**src/rtl/dnsr_pkg.sv**
```systemverilog
// Shared types, constants and answer record table for the DNS redirect responder.
`default_nettype none
package dnsr_pkg;

	localparam int MAX_PACKET = 512;
	localparam int POS_W      = $clog2(MAX_PACKET + 1);
	localparam int ANSWER_LEN = 16;
	localparam int ANS_IDX_W  = $clog2(ANSWER_LEN);

	// Answer record bytes
	localparam logic [7:0] ANS_PTR_HI  = 8'hC0;
	localparam logic [7:0] ANS_PTR_LO  = 8'h0C;
	localparam logic [7:0] ANS_ONE     = 8'h01;
	localparam logic [7:0] ANS_TTL_LO  = 8'h3C;
	localparam logic [7:0] ANS_RDLEN   = 8'h04;

	// Answer record byte indexes
	localparam logic [ANS_IDX_W-1:0] AI_PTR_HI  = ANS_IDX_W'(0);
	localparam logic [ANS_IDX_W-1:0] AI_PTR_LO  = ANS_IDX_W'(1);
	localparam logic [ANS_IDX_W-1:0] AI_TYPE_LO = ANS_IDX_W'(3);
	localparam logic [ANS_IDX_W-1:0] AI_CLS_LO  = ANS_IDX_W'(5);
	localparam logic [ANS_IDX_W-1:0] AI_TTL_LO  = ANS_IDX_W'(9);
	localparam logic [ANS_IDX_W-1:0] AI_RDLEN   = ANS_IDX_W'(11);
	localparam logic [ANS_IDX_W-1:0] AI_ADDR0   = ANS_IDX_W'(12);
	localparam logic [ANS_IDX_W-1:0] AI_ADDR1   = ANS_IDX_W'(13);
	localparam logic [ANS_IDX_W-1:0] AI_ADDR2   = ANS_IDX_W'(14);
	localparam logic [ANS_IDX_W-1:0] AI_ADDR3   = ANS_IDX_W'(15);

	typedef struct packed {
		logic [7:0] rx_byte;
		logic       rx_last;
	} rx_t;

	typedef struct packed {
		logic [7:0] tx_byte;
		logic       tx_last;
		logic       tx_drop;
	} tx_t;

	// One parsed item handed to the output stage
	typedef struct packed {
		logic       emit;
		logic       answer;
		logic [7:0] data;
		logic       last;
		logic       drop;
	} res_t;

	function automatic logic [7:0] ans_byte(input logic [ANS_IDX_W-1:0] idx,
			input logic [31:0] addr);
		logic [7:0] b;
		b = 8'h00;
		case (idx)
			AI_PTR_HI:             b = ANS_PTR_HI;
			AI_PTR_LO:             b = ANS_PTR_LO;
			AI_TYPE_LO, AI_CLS_LO: b = ANS_ONE;
			AI_TTL_LO:             b = ANS_TTL_LO;
			AI_RDLEN:              b = ANS_RDLEN;
			AI_ADDR0:              b = addr[7:0];
			AI_ADDR1:              b = addr[15:8];
			AI_ADDR2:              b = addr[23:16];
			AI_ADDR3:              b = addr[31:24];
			default:               b = 8'h00;
		endcase
		return b;
	endfunction

endpackage
`default_nettype wire

```
**src/rtl/dnsr_parse.sv**
```systemverilog
// Query parser: frame state registers and per-byte rewrite and check logic.
`default_nettype none
module dnsr_parse import dnsr_pkg::*; (
	input  wire logic clk,
	input  wire logic arst_n,
	input  wire logic take,
	input  wire rx_t  rx,
	output res_t      res
);

	localparam logic [2:0] PH_HEADER = 3'd0;
	localparam logic [2:0] PH_LABLEN = 3'd1;
	localparam logic [2:0] PH_LABEL  = 3'd2;
	localparam logic [2:0] PH_TYPECL = 3'd3;
	localparam logic [2:0] PH_TRAIL  = 3'd4;
	localparam logic [2:0] PH_DISCRD = 3'd5;

	localparam logic [POS_W-1:0] POS_FLAGS_HI = POS_W'(2);
	localparam logic [POS_W-1:0] POS_FLAGS_LO = POS_W'(3);
	localparam logic [POS_W-1:0] POS_QD_HI    = POS_W'(4);
	localparam logic [POS_W-1:0] POS_QD_LO    = POS_W'(5);
	localparam logic [POS_W-1:0] POS_AN_HI    = POS_W'(6);
	localparam logic [POS_W-1:0] POS_AN_LO    = POS_W'(7);
	localparam logic [POS_W-1:0] POS_NS_HI    = POS_W'(8);
	localparam logic [POS_W-1:0] POS_NS_LO    = POS_W'(9);
	localparam logic [POS_W-1:0] POS_AR_HI    = POS_W'(10);
	localparam logic [POS_W-1:0] POS_AR_LO    = POS_W'(11);
	localparam logic [POS_W-1:0] POS_LIMIT    = POS_W'(MAX_PACKET);
	localparam logic [POS_W-1:0] POS_ANS_MAX  = POS_W'(MAX_PACKET - ANSWER_LEN - 1);

	localparam logic [7:0] FLAGS_HI   = 8'h81;
	localparam logic [7:0] FLAGS_LO   = 8'h80;
	localparam logic [7:0] LABEL_LIM  = 8'd64;

	logic [POS_W-1:0] pos_q, pos_d;
	logic [2:0]       ph_q, ph_d;
	logic [5:0]       lab_q, lab_d;
	logic             qhi_q, qhi_d;
	logic             tc_q, tc_d;

	logic       fail, answer, emit, restart, tc_next;
	logic [7:0] b, ob;
	logic [1:0] idx;

	always_comb begin
		b       = rx.rx_byte;
		ob      = b;
		fail    = 1'b0;
		answer  = 1'b0;
		emit    = 1'b1;
		restart = 1'b0;
		idx     = lab_q[1:0];
		tc_next = tc_q && (b == {7'b0, idx[0]});
		pos_d   = pos_q;
		ph_d    = ph_q;
		lab_d   = lab_q;
		qhi_d   = qhi_q;
		tc_d    = tc_q;
		res     = '0;

		if (ph_q == PH_TRAIL || ph_q == PH_DISCRD) begin
			emit    = 1'b0;
			restart = rx.rx_last;
		end else begin
			if (pos_q >= POS_LIMIT) begin
				fail = 1'b1;
			end else begin
				case (ph_q)
					PH_HEADER: begin
						case (pos_q)
							POS_FLAGS_HI: begin
								fail = b[7];
								ob   = FLAGS_HI;
							end
							POS_FLAGS_LO: ob = FLAGS_LO;
							POS_QD_HI: qhi_d = (b != 8'h00);
							POS_QD_LO: fail = !qhi_q && (b == 8'h00);
							POS_AN_HI: ob = 8'h00;
							POS_AN_LO: ob = 8'h01;
							POS_NS_HI, POS_NS_LO, POS_AR_HI, POS_AR_LO: ob = 8'h00;
							default: ;
						endcase
						if (pos_q == POS_AR_LO)
							ph_d = PH_LABLEN;
					end
					PH_LABLEN: begin
						if (b >= LABEL_LIM) begin
							fail = 1'b1;
						end else if (b == 8'h00) begin
							ph_d  = PH_TYPECL;
							lab_d = '0;
						end else begin
							lab_d = b[5:0];
							ph_d  = PH_LABEL;
						end
					end
					PH_LABEL: begin
						lab_d = lab_q - 6'd1;
						if (lab_q == 6'd1)
							ph_d = PH_LABLEN;
					end
					PH_TYPECL: begin
						tc_d = tc_next;
						if (idx == 2'd3) begin
							if (!tc_next || pos_q > POS_ANS_MAX)
								fail = 1'b1;
							else
								answer = 1'b1;
						end else begin
							lab_d = {4'b0, idx + 2'd1};
						end
					end
					default: fail = 1'b1;
				endcase
			end

			if (answer) begin
				res.answer = 1'b1;
				res.data   = b;
				if (rx.rx_last) begin
					restart = 1'b1;
				end else begin
					ph_d  = PH_TRAIL;
					pos_d = pos_q + POS_W'(1);
				end
			end else if (fail || rx.rx_last) begin
				res.last = 1'b1;
				res.drop = 1'b1;
				if (rx.rx_last)
					restart = 1'b1;
				else
					ph_d = PH_DISCRD;
			end else begin
				res.data = ob;
				pos_d    = pos_q + POS_W'(1);
			end
		end
		res.emit = emit;

		if (restart) begin
			pos_d = '0;
			ph_d  = PH_HEADER;
			lab_d = '0;
			qhi_d = 1'b0;
			tc_d  = 1'b1;
		end
	end

	always_ff @(posedge clk or negedge arst_n) begin
		if (!arst_n) begin
			pos_q <= '0;
			ph_q  <= PH_HEADER;
			lab_q <= '0;
			qhi_q <= 1'b0;
			tc_q  <= 1'b1;
		end else if (take) begin
			pos_q <= pos_d;
			ph_q  <= ph_d;
			lab_q <= lab_d;
			qhi_q <= qhi_d;
			tc_q  <= tc_d;
		end
	end

endmodule
`default_nettype wire

```
**src/rtl/dnsr_tx.sv**
```systemverilog
// Output register with the answer record burst sequencer.
`default_nettype none
module dnsr_tx import dnsr_pkg::*; (
	input  wire logic        clk,
	input  wire logic        arst_n,
	input  wire logic        rx_valid,
	output logic             rx_ready,
	input  wire res_t        res,
	input  wire logic [31:0] addr,
	output logic             tx_valid,
	input  wire logic        tx_ready,
	output tx_t              tx
);

	logic                 valid_q, burst_q;
	logic [ANS_IDX_W-1:0] idx_q;
	tx_t                  data_q;
	logic                 load, advance;

	// Free when empty, or when the current byte leaves and no burst follows
	assign rx_ready = !valid_q || (tx_ready && !burst_q);
	assign load     = rx_valid && rx_ready && res.emit;
	assign advance  = valid_q && tx_ready && burst_q;

	always_ff @(posedge clk or negedge arst_n) begin
		if (!arst_n) begin
			valid_q <= 1'b0;
			burst_q <= 1'b0;
			idx_q   <= '0;
		end else if (load) begin
			valid_q <= 1'b1;
			burst_q <= res.answer;
			idx_q   <= '0;
		end else if (advance) begin
			burst_q <= (idx_q != AI_ADDR3);
			idx_q   <= idx_q + ANS_IDX_W'(1);
		end else if (valid_q && tx_ready) begin
			valid_q <= 1'b0;
		end
	end

	always_ff @(posedge clk) begin
		if (load) begin
			data_q.tx_byte <= res.data;
			data_q.tx_last <= res.last;
			data_q.tx_drop <= res.drop;
		end else if (advance) begin
			data_q.tx_byte <= ans_byte(idx_q, addr);
			data_q.tx_last <= (idx_q == AI_ADDR3);
			data_q.tx_drop <= 1'b0;
		end
	end

	assign tx_valid = valid_q;
	assign tx       = data_q;

endmodule
`default_nettype wire

```
**src/rtl/dns_a_query_redirect_responder.sv**
```systemverilog
// Top level of the DNS A query redirect responder.
// Takes a DNS query payload one byte per transfer on rx and streams the reply on tx:
// header rewritten to a response, question echoed, and after the last qclass byte a
// 16-byte A record carrying redirect_address (least significant byte first). A bad or
// short query ends in a single byte with tx_drop and tx_last set; downstream discards the
// partial frame. Bytes after the reply or after a drop are consumed up to rx_last with
// no output. Query bytes are taken at one per cycle unless tx stalls; the byte that completes
// the question holds rx off while the output register sequences the answer record.
// Write cfg only while the block is idle; cfg_ready is always high.
`default_nettype none
module dns_a_query_redirect_responder import dnsr_pkg::*; (
	input  wire logic        clk,
	input  wire logic        arst_n,
	input  wire logic        rx_valid,
	output logic             rx_ready,
	input  wire rx_t         rx,
	output logic             tx_valid,
	input  wire logic        tx_ready,
	output tx_t              tx,
	input  wire logic        cfg_valid,
	output logic             cfg_ready,
	input  wire logic [31:0] cfg_data
);

	logic [31:0] addr_q;
	res_t        res;

	assign cfg_ready = 1'b1;

	always_ff @(posedge clk or negedge arst_n) begin
		if (!arst_n)
			addr_q <= '0;
		else if (cfg_valid)
			addr_q <= cfg_data;
	end

	dnsr_parse u_parse (
		.clk    (clk),
		.arst_n (arst_n),
		.take   (rx_valid && rx_ready),
		.rx     (rx),
		.res    (res)
	);

	dnsr_tx u_tx (
		.clk      (clk),
		.arst_n   (arst_n),
		.rx_valid (rx_valid),
		.rx_ready (rx_ready),
		.res      (res),
		.addr     (addr_q),
		.tx_valid (tx_valid),
		.tx_ready (tx_ready),
		.tx       (tx)
	);

endmodule
`default_nettype wire

```
**config.mk**
```make
export PLATFORM = sky130hd
export DESIGN_NAME = dns_a_query_redirect_responder
export DESIGN_NICKNAME = d
export VERILOG_FILES = /design/src/rtl/dnsr_pkg.sv /design/src/rtl/dnsr_parse.sv /design/src/rtl/dnsr_tx.sv /design/src/rtl/dns_a_query_redirect_responder.sv
export SDC_FILE = /design/constraint.sdc
export NUM_CORES = 1
export LEC_CHECK = 0
export BUFFER_PORTS_ARGS = -buffer_cell sky130_fd_sc_hd__buf_2
export CELL_PAD_IN_SITES_DETAIL_PLACEMENT = 1
export CELL_PAD_IN_SITES_GLOBAL_PLACEMENT = 1
export CORE_ASPECT_RATIO = 2
export CORE_MARGIN = 2
export CORE_UTILIZATION = 45
export CTS_BUF_LIST = sky130_fd_sc_hd__clkbuf_16
export DETAILED_ROUTE_END_ITERATION = 8
export PLACE_DENSITY = 0.78
export SLEW_MARGIN = 20
export SYNTH_ARGS = -nofsm -noshare
export SYNTH_HDL_FRONTEND = slang
export SYNTH_HIERARCHICAL = 1
export SYNTH_SLANG_ARGS = --single-unit
```
**constraint.sdc**
```tcl
create_clock -name clk -period 3 [get_ports clk]
set_input_delay 0.15 -clock clk [delete_from_list [all_inputs] [get_ports clk]]
set_output_delay 0.15 -clock clk [all_outputs]
set_load 0.02 [all_outputs]
```
==> metrics.md <==
| Metric | Value |
|---|---|
| Die Height | `around 140 um` |
| Status | `finished, final reports clean` |
| CTS Hold Buffers Added | `0` |
| First-pass GRT wire length | `between 15000 and 20000 um` |
| Async set-or-reset flop fraction in the synthesized netlist | `0.8551` |
| Total of max-cap violations | `0` |
| Synthesized Nets | `446` |
| Path depth of the worst reg2reg path | `7` |
| Post-CTS sizing | `0` |
| Wire length per cell | `roughly 21 um` |
| Clk network pwr share | `0.296` |
| # IOs | `59` |
| Slew margin rel. | `0.3561` |
| H-tree depth | `3` |
| Number of global-route vias before repair | `3571` |
| Post-CTS setup buffers | `0` |
| Hold Slack | `0.04740 ns` |
| Diode count | `0` |
| DRT antenna net count | `0` |
| Hold path cells | `2` |
| Fin crit share | `0.9250` |
| Die width | `between 70 and 80 um` |
| Row Count | `49` |
| Worst Path Required | `3.08 ns` |
| Initial antenna violation count | `0` |
| Switching Power | `between 1 and 1.5 mW` |
| Initial core utilization | `0.4641` |
| Post-synthesis instance area | `0.004183 mm2` |
| Flops & latches, synth | `69` |
| CTS buffer count | `9` |
| Clk_lat worst skew | `0.33 ns` |
| Total global-route track usage | `0.2410` |
| Seq pwr share | `0.410` |
| # nets final | `499` |
| CP Data Arrival Time | `between 2 and 3 ns` |
| Max-slew violations | `0` |
| Layout Skew | `slightly above 0.008 ns` |
| Fmax | `~360 MHz` |
| GPL Wtd Cong | `0.9066` |
| Distinct cells, synth | `74` |
| P_leak | `roughly 2.1 nW` |
| Crit start category | `flip-flop` |
| Layout cells sized above 1 | `0.2953` |
| GR Overflow Total | `0` |
| IO buf count | `57` |
| Most used DFF post-synth | `dfrtp_1` |
| YS warnings | `6` |
| Switch share | `0.3425` |
| CTS root buf | `clkbuf_16` |
| Vias | `3315` |
| Post-Syn Instances | `~400` |
| Crit path capture type | `flip-flop` |
| Final setup violating endpoints | `0` |
| WL final | `11550 um` |
| Power Dens Cells | `between 600 and 700 mW/mm2` |
| Worst-path maximum fanout | `11` |
| Vias per cell | `6.038` |
| Power, Total | `3.096 mW` |
| DRC Markers | `0` |
| Largest net degree at the start of global routing | `46` |
| Total core area | `approximately 0.009 mm2` |
| Worst Path Class, Setup | `flip-flop to flip-flop` |
| Die footprint | `0.01013 mm2` |
| Hold crit path type | `primary input to flip-flop` |
| CTS max path bufs | `2` |
| Post-Route Setup TNS | `0 ns` |
| Initial DRC Count | `195` |
| Flop2flop setup slack | `between 0.2 and 0.25 ns` |
| Dpl hpwl | `8859 um` |
| CTS tree | `done` |
| Hold Vio Cnt, Final | `0` |
| Min cycle time layout | `2.775 ns` |
| Sequential share of the synthesized area | `0.4251` |
| Avg Synthesized Cell Area | `10.75 um2` |
| Internal | `2.036 mW` |
| Worst-path clk slew | `0.06 ns` |
| IR drop worst, VDD | `595.8 uV` |
| Filler cell count | `between 1000 and 1500` |
| TritonCTS Sinks | `69` |
| Pre-antenna DRT Iters | `4` |
| Logic pwr share | `0.294` |
| Area growth, synth to finish | `13.10%` |
| Unrepaired setup endpoints after global routing | `no` |
| Worst-margin pin slew | `0.9659 ns` |
| Post-synth EDFFs | `10` |
-- critical path: stages, from the launching register on --
cell	delay [ns]
dfrtp_1	0.46
nor4_1	0.49
nand3_1	0.30
a211o_2	0.40
and3_2	0.31
a21oi_1	0.24
a21oi_1	0.06
mux2_2	0.26
-- metal layers --
| metal | track usage | vias up | part of all wire |
|---|---|---|---|
| li1 | - | 1549 | - |
| met1 | 0.2564 | 1655 | 0.37 |
| met2 | 0.4399 | 82 | 0.56 |
| met3 | 0.04029 | 29 | 0.027 |
| met4 | 0.1212 | 0 | 0.042 |
| met5 | 0 | - | 0 |
-- layout by cell type (no fill, tap or decap), types with 9 or more instances in the layout --
| master | n |
|---|---|
| mux2_4 | 30 |
| dfrtp_1 | 58 |
| and2_1 | 9 |
| buf_2 | 56 |
| a21oi_1 | 21 |
| o21ai_0 | 24 |
| nor2_1 | 22 |
| nand2b_1 | 9 |
| edfxtp_1 | 10 |
| nand3_1 | 13 |
| nand2_1 | 29 |
| ha_1 | 11 |
| inv_1 | 12 |
| clkbuf_16 | 9 |
| buf_4 | 12 |
-- final timing paths --
check	start	to
max	u_parse/pos_q[5]$_DFFE_PN0P_	u_tx/tx[2]$_DFFE_PP_
min	cfg_data[9]	addr_q[9]$_DFFE_PN0P_
max reg2reg	u_parse/pos_q[5]$_DFFE_PN0P_	u_tx/tx[2]$_DFFE_PP_
min reg2reg	addr_q[13]$_DFFE_PN0P_	addr_q[13]$_DFFE_PN0P_
max in group asynchronous	arst_n	addr_q[16]$_DFFE_PN0P_
min in group asynchronous	arst_n	u_parse/pos_q[0]$_DFFE_PN0P_
-- metrics by stage --
step,setup WS [ns],area [um2],std cells,util
after floorplan,0.5232,4183,389,-
after global placement,0.3540,4466,532,0.4955
after detailed placement,0.2598,4466,532,0.4955
after CTS,0.2622,4718,548,0.5235
after global routing,0.1064,4731,549,0.5249
final,0.2249,4731,549,0.5249
-- final cells by class --
class                      instances  area, um2  share of cell area
clock buffer                       9      225.2             0.04761
clock inverter                     7      27.53            0.005819
inverter                           9      33.78            0.007141
multi-input combinational        284       2158              0.4562
sequential                        69       1778              0.3758
tap                              102      127.6             0.02698
timing repair buffer              69      380.4             0.08040
-- cell usage after synthesis (5+ instances only) --
| library cell | count | area, um2 |
|---|---|---|
| and2_1 | 9 | 56.30 |
| and3_1 | 5 | 31.28 |
| a22oi_1 | 8 | 60.06 |
| dfrtp_1 | 58 | 1451 |
| edfxtp_1 | 10 | 300.3 |
| buf_2 | 6 | 30.03 |
| nand2_1 | 29 | 108.9 |
| ha_1 | 11 | 137.6 |
| buf_4 | 8 | 60.06 |
| mux2_4 | 30 | 450.4 |
| inv_1 | 9 | 33.78 |
| o21ai_0 | 26 | 130.1 |
| nand3_1 | 13 | 65.06 |
| nor2_1 | 22 | 82.58 |
| o31ai_1 | 6 | 45.04 |
| clkbuf_1 | 6 | 22.52 |
| a21oi_1 | 21 | 105.1 |
| nand2b_1 | 9 | 56.30 |
| nor3_1 | 8 | 40.04 |
| a31oi_1 | 5 | 31.28 |
-- kinds of logic after synthesis --
logic type	count (synthesis)	synth area share
simple gates	122	0.1597
flops	69	0.4251
compound gates	107	0.1843
mux	37	0.1256
other cells	1	0.0008965
xor+xnor	6	0.01257
buf+inv	36	0.05893
fa+ha+maj	11	0.03290
-- power by group through the flow --
stage,Clock (mW),Combinational [mW],Sequential (mW)
after floorplan,0,0.651,1.26
after global placement,0,0.879,1.27
after detailed placement,0,0.903,1.28
after CTS,0.933,0.910,1.27
after global routing,0.971,1.01,1.29
final,0.915,0.912,1.27
-- flip-flops by register name (all words and copies together), names as in the netlist --
name	count
u_tx/tx	10
u_parse/lab_q	6
u_parse/tc_q	1
u_tx/idx_q	4
u_parse/ph_q	3
addr_q	32
u_tx/tx_valid	1
u_parse/qhi_q	1
u_parse/pos_q	10
u_tx/burst_q	1
No activity file was read; power rests on OpenSTA's default activity.
